<file path="src/design/fcp_pkg.sv">
// Package for the fan curve PWM ramp controller.
// Field widths, register indexes, and the command and status types shared by
// the controller, the datapath and the top level. No dependencies.
package fcp_pkg;

   localparam int TEMP_W = 19;
   localparam int TADJ_W = 21;
   localparam int DUTY_W = 8;
   localparam int TACH_W = 16;
   localparam int HYST_W = 16;
   localparam int GAIN_W = 32;
   localparam int STEP_W = 9;
   localparam int DIFF_W = 19;
   localparam int X_W = 2 * DIFF_W;
   localparam int X_HI_W = X_W - GAIN_W;
   localparam int MUL_W = 32;
   localparam int PROD_W = 2 * MUL_W;
   localparam int HI_W = GAIN_W + X_HI_W;
   localparam int CSR_IDX_W = 4;
   localparam int CSR_DATA_W = 32;

   localparam logic [STEP_W-1:0] STEP_MAX = '1;
   localparam logic [DUTY_W-1:0] DUTY_MAX = '1;

   typedef enum logic [CSR_IDX_W-1:0] {
      CSR_CURVE_MODE = 4'd0,
      CSR_LOW_TEMP = 4'd1,
      CSR_HIGH_TEMP = 4'd2,
      CSR_STOP_HYST = 4'd3,
      CSR_FLOOR_DUTY = 4'd4,
      CSR_KEEP_DUTY = 4'd5,
      CSR_CEIL_DUTY = 4'd6,
      CSR_CURVE_GAIN = 4'd7
   } csr_index_type;

   typedef struct packed {
      logic load_item;
      logic setup;
      logic square;
      logic mul_lo;
      logic mul_hi;
      logic sum;
      logic finish;
   } cmd_type;

   typedef struct packed {
      logic window_out;
      logic quadratic;
      logic out_free;
   } status_type;

endpackage

</file>
<file path="src/design/fcp_if.sv">
// Channel interfaces of the fan curve PWM ramp controller.
// Depends on fcp_pkg for the field widths.
interface fcp_req_if;
   import fcp_pkg::*;
   logic valid;
   logic ready;
   logic signed [TEMP_W-1:0] temperature;
   logic [DUTY_W-1:0] present_duty;
   logic [TACH_W-1:0] tach_speed;
   modport source (output valid, temperature, present_duty, tach_speed, input ready);
   modport sink (input valid, temperature, present_duty, tach_speed, output ready);
endinterface

interface fcp_rsp_if;
   import fcp_pkg::*;
   logic valid;
   logic ready;
   logic [DUTY_W-1:0] new_duty;
   logic start_pulse;
   modport source (output valid, new_duty, start_pulse, input ready);
   modport sink (input valid, new_duty, start_pulse, output ready);
endinterface

interface fcp_csr_if;
   import fcp_pkg::*;
   logic valid;
   logic ready;
   logic [CSR_IDX_W-1:0] index;
   logic [CSR_DATA_W-1:0] wdata;
   modport source (output valid, index, wdata, input ready);
   modport sink (input valid, index, wdata, output ready);
endinterface

</file>
<file path="src/design/fan_curve_pwm_ramp_control.sv">
// Top level of the fan curve PWM ramp controller.
// Depends on fcp_pkg, fcp_if, fcp_ctrl and fcp_datapath.
//
// Channel  Direction  Carries
// req_ch   in         temperature, present_duty, tach_speed
// rsp_ch   out        new_duty, start_pulse
// csr_ch   in         index, wdata (register write, always ready)
//
// Outside the curve window an item passes through setup and finish; on the
// linear curve it also takes the low and high partial gain products on the shared
// 32x32 multiplier and a sum, and on the quadratic curve a square before them.
// The result register loads on the same edge on which req_ready returns.
// Reset loads the register defaults and clears the ramp step.
// A result waiting in the output register stalls the next item only at its
// final step; req_ready is high whenever no item is in work.
module fan_curve_pwm_ramp_control (
   input  logic      clock,
   input  logic      reset,
   fcp_req_if.sink   req_ch,
   fcp_rsp_if.source rsp_ch,
   fcp_csr_if.sink   csr_ch
);
   import fcp_pkg::*;

   cmd_type cmd;
   status_type status;

   fcp_ctrl u_ctrl (
      .clock     (clock),
      .reset     (reset),
      .req_valid (req_ch.valid),
      .req_ready (req_ch.ready),
      .status    (status),
      .cmd       (cmd)
   );

   fcp_datapath u_datapath (
      .clock            (clock),
      .reset            (reset),
      .req_temperature  (req_ch.temperature),
      .req_present_duty (req_ch.present_duty),
      .req_tach_speed   (req_ch.tach_speed),
      .rsp_ch           (rsp_ch),
      .csr_ch           (csr_ch),
      .cmd              (cmd),
      .status           (status)
   );

`ifndef SYNTHESIS
   assert property (@(posedge clock) disable iff (reset) cmd.load_item |=> cmd.setup)
      else $error("accepted transaction did not enter setup");
   assert property (@(posedge clock) disable iff (reset)
      $onehot0({cmd.load_item, cmd.setup, cmd.square, cmd.mul_lo, cmd.mul_hi,
                cmd.sum, cmd.finish}))
      else $error("more than one datapath command at once");
   assert property (@(posedge clock) disable iff (reset) cmd.finish |-> status.out_free)
      else $error("result register overwritten");
   assert property (@(posedge clock) disable iff (reset)
      rsp_ch.valid && rsp_ch.start_pulse |-> rsp_ch.new_duty != '0)
      else $error("start pulse with zero duty");
`endif

endmodule

</file>
<file path="src/design/fcp_ctrl.sv">
// Sequencing state machine of the fan curve PWM ramp controller.
// Depends on fcp_pkg; drives the datapath commands from its status.
module fcp_ctrl (
   input  logic               clock,
   input  logic               reset,
   input  logic               req_valid,
   output logic               req_ready,
   input  fcp_pkg::status_type status,
   output fcp_pkg::cmd_type    cmd
);
   import fcp_pkg::*;

   typedef enum logic [6:0] {
      ST_IDLE   = 7'b0000001,
      ST_SETUP  = 7'b0000010,
      ST_SQUARE = 7'b0000100,
      ST_MUL_LO = 7'b0001000,
      ST_MUL_HI = 7'b0010000,
      ST_SUM    = 7'b0100000,
      ST_FINISH = 7'b1000000
   } state_type;

   state_type state_ff, state_in;

   always_comb begin
      state_in = state_ff;
      cmd = '0;
      req_ready = 1'b0;
      unique case (state_ff)
         ST_IDLE: begin
            req_ready = 1'b1;
            if (req_valid) begin
               cmd.load_item = 1'b1;
               state_in = ST_SETUP;
            end
         end
         ST_SETUP: begin
            cmd.setup = 1'b1;
            if (status.window_out) begin
               state_in = ST_FINISH;
            end else if (status.quadratic) begin
               state_in = ST_SQUARE;
            end else begin
               state_in = ST_MUL_LO;
            end
         end
         ST_SQUARE: begin
            cmd.square = 1'b1;
            state_in = ST_MUL_LO;
         end
         ST_MUL_LO: begin
            cmd.mul_lo = 1'b1;
            state_in = ST_MUL_HI;
         end
         ST_MUL_HI: begin
            cmd.mul_hi = 1'b1;
            state_in = ST_SUM;
         end
         ST_SUM: begin
            cmd.sum = 1'b1;
            state_in = ST_FINISH;
         end
         ST_FINISH: begin
            if (status.out_free) begin
               cmd.finish = 1'b1;
               state_in = ST_IDLE;
            end
         end
         default: begin
            state_in = ST_IDLE;
         end
      endcase
   end

   always_ff @(posedge clock) begin
      if (reset) begin
         state_ff <= ST_IDLE;
      end else begin
         state_ff <= state_in;
      end
   end

endmodule

</file>
<file path="src/design/fcp_datapath.sv">
// Datapath of the fan curve PWM ramp controller: registers, curve math on a
// shared 32x32 multiplier, ramp state and the result register.
// Depends on fcp_pkg and fcp_if; steered by fcp_ctrl commands.
module fcp_datapath (
   input  logic                               clock,
   input  logic                               reset,
   input  logic signed [fcp_pkg::TEMP_W-1:0]  req_temperature,
   input  logic [fcp_pkg::DUTY_W-1:0]         req_present_duty,
   input  logic [fcp_pkg::TACH_W-1:0]         req_tach_speed,
   fcp_rsp_if.source                          rsp_ch,
   fcp_csr_if.sink                            csr_ch,
   input  fcp_pkg::cmd_type                   cmd,
   output fcp_pkg::status_type                status
);
   import fcp_pkg::*;

   logic curve_mode_ff;
   logic signed [TEMP_W-1:0] low_temp_ff;
   logic signed [TEMP_W-1:0] high_temp_ff;
   logic [HYST_W-1:0] stop_hyst_ff;
   logic [DUTY_W-1:0] floor_duty_ff;
   logic [DUTY_W-1:0] keep_duty_ff;
   logic [DUTY_W-1:0] ceil_duty_ff;
   logic [GAIN_W-1:0] curve_gain_ff;

   logic signed [TADJ_W-1:0] temp_ext, hyst_ext, t_in, t_ff;
   logic signed [TADJ_W-1:0] low_ext, high_ext, diff;
   logic below, above;
   logic [DUTY_W-1:0] present_ff;
   logic stopped_ff;
   logic [DIFF_W-1:0] d_ff;
   logic [X_W-1:0] x_ff;
   logic [MUL_W-1:0] mul_a, mul_b;
   logic [PROD_W-1:0] prod;
   logic [GAIN_W-1:0] acc_ff;
   logic [HI_W-1:0] hi_ff;
   logic [HI_W:0] term;
   logic [DUTY_W-1:0] term_sat;
   logic [DUTY_W:0] curve_sum;
   logic [DUTY_W-1:0] target_ff;

   logic [STEP_W-1:0] step_ff, step_in, step_inc;
   logic [STEP_W:0] step_dbl;
   logic [DUTY_W+1:0] ramp_sum;
   logic [DUTY_W-1:0] nd;

   logic rsp_valid_ff;
   logic [DUTY_W-1:0] rsp_duty_ff;
   logic rsp_start_ff;

   // Configuration registers
   assign csr_ch.ready = 1'b1;

   always_ff @(posedge clock) begin
      if (reset) begin
         curve_mode_ff <= 1'b1;
         low_temp_ff <= 19'sd40000;
         high_temp_ff <= 19'sd70000;
         stop_hyst_ff <= '0;
         floor_duty_ff <= '0;
         keep_duty_ff <= 8'd100;
         ceil_duty_ff <= 8'd255;
         curve_gain_ff <= '0;
      end else if (csr_ch.valid) begin
         unique case (csr_ch.index)
            CSR_CURVE_MODE: curve_mode_ff <= csr_ch.wdata[0];
            CSR_LOW_TEMP:   low_temp_ff <= signed'(csr_ch.wdata[TEMP_W-1:0]);
            CSR_HIGH_TEMP:  high_temp_ff <= signed'(csr_ch.wdata[TEMP_W-1:0]);
            CSR_STOP_HYST:  stop_hyst_ff <= csr_ch.wdata[HYST_W-1:0];
            CSR_FLOOR_DUTY: floor_duty_ff <= csr_ch.wdata[DUTY_W-1:0];
            CSR_KEEP_DUTY:  keep_duty_ff <= csr_ch.wdata[DUTY_W-1:0];
            CSR_CEIL_DUTY:  ceil_duty_ff <= csr_ch.wdata[DUTY_W-1:0];
            CSR_CURVE_GAIN: curve_gain_ff <= csr_ch.wdata[GAIN_W-1:0];
            default: begin
            end
         endcase
      end
   end

   // Temperature after hysteresis and window classification
   assign temp_ext = TADJ_W'(req_temperature);
   assign hyst_ext = signed'({{(TADJ_W-HYST_W){1'b0}}, stop_hyst_ff});
   assign t_in = (req_tach_speed == '0) ? (temp_ext - hyst_ext) : temp_ext;
   assign low_ext = TADJ_W'(low_temp_ff);
   assign high_ext = TADJ_W'(high_temp_ff);
   assign below = t_ff < low_ext;
   assign above = t_ff > high_ext;
   assign diff = t_ff - low_ext;

   assign status.window_out = below || above;
   assign status.quadratic = curve_mode_ff;
   assign status.out_free = !rsp_valid_ff || rsp_ch.ready;

   // Shared multiplier
   always_comb begin
      mul_a = curve_gain_ff;
      mul_b = x_ff[MUL_W-1:0];
      if (cmd.square) begin
         mul_a = MUL_W'(d_ff);
         mul_b = MUL_W'(d_ff);
      end else if (cmd.mul_hi) begin
         mul_a = curve_gain_ff;
         mul_b = MUL_W'(x_ff[X_W-1:GAIN_W]);
      end
   end

   assign prod = mul_a * mul_b;

   // Curve sum: drop fraction bits, saturate, add the keep duty, saturate
   assign term = {1'b0, hi_ff} + (HI_W+1)'(acc_ff);
   assign term_sat = (term > (HI_W+1)'(DUTY_MAX)) ? DUTY_MAX : term[DUTY_W-1:0];
   assign curve_sum = {1'b0, keep_duty_ff} + {1'b0, term_sat};

   always_ff @(posedge clock) begin
      if (cmd.load_item) begin
         t_ff <= t_in;
         present_ff <= req_present_duty;
         stopped_ff <= (req_tach_speed == '0);
      end
      if (cmd.setup) begin
         d_ff <= diff[DIFF_W-1:0];
         x_ff <= X_W'(diff[DIFF_W-1:0]);
         target_ff <= below ? floor_duty_ff : ceil_duty_ff;
      end
      if (cmd.square) begin
         x_ff <= prod[X_W-1:0];
      end
      if (cmd.mul_lo) begin
         acc_ff <= prod[PROD_W-1:MUL_W];
      end
      if (cmd.mul_hi) begin
         hi_ff <= prod[HI_W-1:0];
      end
      if (cmd.sum) begin
         target_ff <= curve_sum[DUTY_W] ? DUTY_MAX : curve_sum[DUTY_W-1:0];
      end
   end

   // Ramp limiting and stopped-fan hold
   assign step_inc = (step_ff == STEP_MAX) ? STEP_MAX : step_ff + 1'b1;
   assign ramp_sum = (DUTY_W+2)'(present_ff) + (DUTY_W+2)'(step_inc);

   always_comb begin
      nd = target_ff;
      step_in = '0;
      step_dbl = '0;
      if ((target_ff > present_ff) && (ramp_sum < (DUTY_W+2)'(target_ff))) begin
         nd = ramp_sum[DUTY_W-1:0];
         step_in = step_inc;
      end
      if (stopped_ff && (nd < keep_duty_ff)) begin
         nd = '0;
         step_dbl = {step_in, 1'b0};
         step_in = (step_dbl > (STEP_W+1)'(STEP_MAX)) ? STEP_MAX : step_dbl[STEP_W-1:0];
      end
   end

   always_ff @(posedge clock) begin
      if (reset) begin
         step_ff <= '0;
         rsp_valid_ff <= 1'b0;
      end else begin
         if (cmd.finish) begin
            step_ff <= step_in;
            rsp_valid_ff <= 1'b1;
         end else if (rsp_ch.ready) begin
            rsp_valid_ff <= 1'b0;
         end
      end
   end

   always_ff @(posedge clock) begin
      if (cmd.finish) begin
         rsp_duty_ff <= nd;
         rsp_start_ff <= stopped_ff && (nd != '0);
      end
   end

   assign rsp_ch.valid = rsp_valid_ff;
   assign rsp_ch.new_duty = rsp_duty_ff;
   assign rsp_ch.start_pulse = rsp_start_ff;

endmodule
</file>
<file path="src/flat_wrapper.sv">
// flat-port wrapper written by rule: the top's interface ports become plain ports
module fan_curve_pwm_ramp_control_flat import fcp_pkg::*;
  (clock, reset, req_ch_valid, req_ch_temperature, req_ch_present_duty, req_ch_tach_speed, req_ch_ready, rsp_ch_valid, rsp_ch_new_duty, rsp_ch_start_pulse, rsp_ch_ready, csr_ch_valid, csr_ch_index, csr_ch_wdata, csr_ch_ready);
  fcp_req_if req_ch_i ();
  fcp_rsp_if rsp_ch_i ();
  fcp_csr_if csr_ch_i ();
  input  logic clock;
  input  logic reset;
  input wire logic [$bits(req_ch_i.valid)-1:0] req_ch_valid;
  input wire logic [$bits(req_ch_i.temperature)-1:0] req_ch_temperature;
  input wire logic [$bits(req_ch_i.present_duty)-1:0] req_ch_present_duty;
  input wire logic [$bits(req_ch_i.tach_speed)-1:0] req_ch_tach_speed;
  output wire logic [$bits(req_ch_i.ready)-1:0] req_ch_ready;
  output wire logic [$bits(rsp_ch_i.valid)-1:0] rsp_ch_valid;
  output wire logic [$bits(rsp_ch_i.new_duty)-1:0] rsp_ch_new_duty;
  output wire logic [$bits(rsp_ch_i.start_pulse)-1:0] rsp_ch_start_pulse;
  input wire logic [$bits(rsp_ch_i.ready)-1:0] rsp_ch_ready;
  input wire logic [$bits(csr_ch_i.valid)-1:0] csr_ch_valid;
  input wire logic [$bits(csr_ch_i.index)-1:0] csr_ch_index;
  input wire logic [$bits(csr_ch_i.wdata)-1:0] csr_ch_wdata;
  output wire logic [$bits(csr_ch_i.ready)-1:0] csr_ch_ready;
  assign req_ch_i.valid = req_ch_valid;
  assign req_ch_i.temperature = req_ch_temperature;
  assign req_ch_i.present_duty = req_ch_present_duty;
  assign req_ch_i.tach_speed = req_ch_tach_speed;
  assign req_ch_ready = req_ch_i.ready;
  assign rsp_ch_valid = rsp_ch_i.valid;
  assign rsp_ch_new_duty = rsp_ch_i.new_duty;
  assign rsp_ch_start_pulse = rsp_ch_i.start_pulse;
  assign rsp_ch_i.ready = rsp_ch_ready;
  assign csr_ch_i.valid = csr_ch_valid;
  assign csr_ch_i.index = csr_ch_index;
  assign csr_ch_i.wdata = csr_ch_wdata;
  assign csr_ch_ready = csr_ch_i.ready;
  fan_curve_pwm_ramp_control u_core (.clock(clock), .reset(reset), .req_ch(req_ch_i), .rsp_ch(rsp_ch_i), .csr_ch(csr_ch_i));
endmodule
</file>
<file path="config.mk">
export PLATFORM = sky130hd
export DESIGN_NAME = fan_curve_pwm_ramp_control_flat
export DESIGN_NICKNAME = d
export VERILOG_FILES = /design/src/design/fcp_pkg.sv /design/src/design/fcp_if.sv /design/src/design/fan_curve_pwm_ramp_control.sv /design/src/design/fcp_ctrl.sv /design/src/design/fcp_datapath.sv /design/src/flat_wrapper.sv
export SDC_FILE = /design/constraint.sdc
export NUM_CORES = 2
export LEC_CHECK = 0
export ABC_CLOCK_PERIOD_IN_PS = 9500
export BUFFER_PORTS_ARGS = -buffer_cell sky130_fd_sc_hd__clkbuf_2
export CORE_ASPECT_RATIO = 0.6
export CORE_UTILIZATION = 45
export CTS_BUF_LIST = sky130_fd_sc_hd__clkbuf_4 sky130_fd_sc_hd__clkbuf_8
export CTS_CLUSTER_DIAMETER = 50
export DETAILED_ROUTE_END_ITERATION = 12
export RECOVER_POWER = 25
export SETUP_SLACK_MARGIN = 0.2
export SYNTH_ARGS = -nofsm -noshare
export SYNTH_HDL_FRONTEND = slang
export SYNTH_SLANG_ARGS = --single-unit
</file>
<file path="constraint.sdc">
create_clock -name clock -period 9.5 [get_ports clock]
set_input_delay 1.9 -clock clock [delete_from_list [all_inputs] [get_ports clock]]
set_output_delay 1.9 -clock clock [all_outputs]
set_load 0.01 [all_outputs]
</file>
==> results.py <==
metrics = {
    "grt": {
        "antenna_found_initial": 8,
        "grt_max_degree": 75,
        "globalRouteTotalUtil_pct": 31.6,
        "grt-ovfl-total": 0,
        "grt_pass1_wl_um": 258000,
        "grt_pass1_vias": 38376,
    },
    "timing": {
        "maxSlewHeadroom_pct": -75.0,
        "setup-violations-final": 0,
        "whs_ns": 0.456,
        "fin_worst_skew_ns": 0.0381,
        "min_period_ns": 9.24,
        "rsz0062_at_grt": "true",
        "fmax_ghz": 0.108,
        "worstMarginPinSlew_ns": 2.62,
        "drv_slew": 85,
        "hold_violations": 0,
        "min_period_over_period_pct": 97.3,
    },
    "routing": {
        "drc_errors": 0,
        "via_count": 39593,
        "routed_wl_um": 174000,
        "wl_per_cell_um": 24.4,
        "drt_iter0_drc": 4377,
        "via_per_inst": 5.55,
        "antenna_left": 0,
        "dr.pass1.iters": 8,
    },
    "floorplanning": {
        "initial_core_util_pct": 45.7,
        "chipHeight_um": 258,
        "die_area_um2": 111000,
        "core_region_area_um2": 108000,
        "dieWidth_um": 429,
        "placementRows": 93,
        "boundaryPins": 96,
    },
    "place": {
        "hpwl_um": 146000,
        "routabilityCongestion": 0.989,
        "dp_cells": 7008,
        "portBuffers": 94,
    },
    "logic_synthesis": {
        "synth_top_family_by_area": "adder cells",
        "syn_inst": 5504,
        "synthAdderAreaFrac_pct": 46.5,
        "synth-seq-cells": 301,
        "ys_types": 93,
        "synth.avg_cell_area_um2": 8.95,
        "ys_seq_area_share_pct": 15.7,
        "synth-simple-area-share_pct": 17.1,
        "synth_edf_count": 173,
        "synth-xor-area-share_pct": 2.04,
        "ys_warn_count": 0,
        "synthFlopType": "edfxtp_1",
        "synth_nets": 6879,
        "netlist_area_um2": 49300,
        "synth.area.mux_share_pct": 1.11,
        "ys_async_sr_fraction_pct": 0,
        "synth-compound-area-share_pct": 7.93,
    },
    "critical_path": {
        "crit_top_cell": "fa_1",
        "crit_required_ns": 9.89,
        "path_delay_family": "adder cells",
        "end_kind": "flip-flop",
        "reg2reg_from": "u_core.u_ctrl.state_ff[3]$_SDFFE_PP0P_",
        "slowest_delay_ns": 0.61,
        "cp-startpoint": "u_core.u_ctrl.state_ff[3]$_SDFFE_PP0P_",
        "start_kind": "flip-flop",
        "critical_path_class": "flip-flop to flip-flop",
        "slowest_stage": "fa_2",
        "cp.arrival_ns": 9.63,
        "cp_max_fo": 29,
        "cp_num_buf_inv": 6,
    },
    "cells_and_area": {
        "syn_to_final_growth_pct": 11.1,
        "layout_commonest_cell": "inv_1",
        "final_cells": 7129,
        "drive_gt1_share_pct": 11.5,
        "final_nets": 7038,
        "final_cell_mix": "inv_1, fa_1, nand2_1",
    },
    "clock_network": {
        "clockRootBuffer": "clkbuf_8",
        "tritoncts": "done",
        "clock-sinks": 301,
        "clock_latency_ns": 0.65,
        "clk_path_buf_depth": 3,
        "ctsHtreeMaxLevel": 2,
        "cts_made_buffers": 47,
        "clk_pin_slew_ns": 0.07,
    },
    "flow_run": {
        "maxCapViolCount": 2,
    },
    "power": {
        "vdd_drop_max_mv": 0.0828,
        "leakagePower_nw": 26.4,
        "powerDensity_nw_per_um2": 69.4,
    },
    "hold_path": {
        "min_from": "u_core.u_datapath.low_temp_ff[13]$_SDFFE_PP0P_",
        "hp-class": "flip-flop to flip-flop",
    },
    "outcome": {
        "status": "finished, violations left",
        "violations": "max-capacitance violations, max-slew violations",
    },
}
power breakdown:
part           switching (W)  total [W]  internal (W)
clock network       0.000617    0.00127      0.000652
logic               0.000676    0.00107      0.000398
registers          0.0000282    0.00145       0.00143
worst min-delay path, delay by kind of cell (launching register included):
kind,cells,cell delay [ns]
flip-flops,1,0.31
AND/OR/NAND/NOR,1,0.05
AO/OA/AOI/OAI,1,0.05
final cells by class:
cell class,instances,area [um^2]
Antenna cell,2,5.00
Clock buffer,63,811
Clock inverter,25,234
Fill cell,10115,53100
Inverter,982,3690
Multi-Input combinational cell,3964,37500
Sequential cell,301,7760
Tap cell,1425,1780
Timing Repair Buffer,367,2970
logic make-up after synthesis:
kind of cell / after synthesis
and+or+nand+nor: 1900
adders and majority gates: 1291
buffers and inverters: 1240
AOI/OAI and AO/OA: 602
DFF: 301
xor gates and xnor gates: 115
muxes: 54
other: 1
flip-flops by register name (all words and copies together), names as in the netlist, 9 cells and up:
| name | count |
|---|---|
| u_core.u_datapath.acc_ff | 32 |
| u_core.u_datapath.curve_gain_ff | 32 |
| u_core.u_datapath.d_ff | 19 |
| u_core.u_datapath.hi_ff | 38 |
| u_core.u_datapath.high_temp_ff | 19 |
| u_core.u_datapath.low_temp_ff | 19 |
| u_core.u_datapath.step_ff | 9 |
| u_core.u_datapath.stop_hyst_ff | 16 |
| u_core.u_datapath.t_ff | 20 |
| u_core.u_datapath.x_ff | 38 |
per-stage QoR:
step / utilization [%] / instance area (um^2) / power, W / setup WS, ns / setup TNS (ns)
2_1_floorplan: - / 49300 / 0.00204 / 0.243 / 0
3_3_place_gp: 48.8 / 52600 / 0.00247 / -0.0490 / -0.0709
3_5_place_dp: 48.8 / 52600 / 0.00247 / -0.0723 / -0.204
4_1_cts: 49.9 / 53800 / 0.00374 / 0.201 / 0
5_1_grt: 50.7 / 54700 / 0.00394 / 0.0646 / 0
6_report: 50.7 / 54700 / 0.00380 / 0.260 / 0
final timing paths:
check                                                        end  slack, ns  depth (start not counted)
hold reg to reg   u_core.u_datapath.low_temp_ff[13]$_SDFFE_PP0P_       0.46                          2
setup reg to reg          u_core.u_datapath.acc_ff[31]$_DFFE_PP_       0.26                         32
hold / removal    u_core.u_datapath.low_temp_ff[13]$_SDFFE_PP0P_       0.46                          2
setup / recovery          u_core.u_datapath.acc_ff[31]$_DFFE_PP_       0.26                         32
cell usage after synthesis (22+ instances only):
cell      number  area share (%)
nand3_1       56            0.57
and2_1       172             2.2
nand4_1       23            0.29
xnor2_1       78             1.4
or2_2         22            0.28
o21ai_0       96            0.98
nor2b_1       37            0.47
nor3_1        28            0.28
xor2_1        37            0.66
o21a_1        31            0.47
a21o_1        74             1.1
inv_1        982             7.5
nand2b_1      35            0.44
fa_1         901              37
clkbuf_1     238             1.8
nand3b_1      25            0.38
nor2_1       580             4.4
ha_1         390             9.9
dfxtp_1      128             5.2
and3_1        44            0.56
a21oi_1      215             2.2
nand2_1      812             6.2
edfxtp_1     173              11
mux2i_1       47            0.95
layer usage:
metal / global-route usage [%] / part of all wire (%) / vias to the layer above
met5: 0 / 0.096 / -
met2: 37.0 / 34 / 2082
met3: 12.9 / 16 / 142
met1: 53.0 / 49 / 19945
li1: - / - / 17418
met4: 3.02 / 1.0 / 6
repair_timing:
item / 4_1_cts / 5_1_grt
hold endpoints to repair: 0 / 0
buffers inserted: 1 / 24
pin swaps: 3 / 28
hold buffers: 0 / 0
cloned: 0 / 6
resized for setup: 27 / 176
setup endpoints to repair: 26 / 42
(Power assumes the default switching activity.)
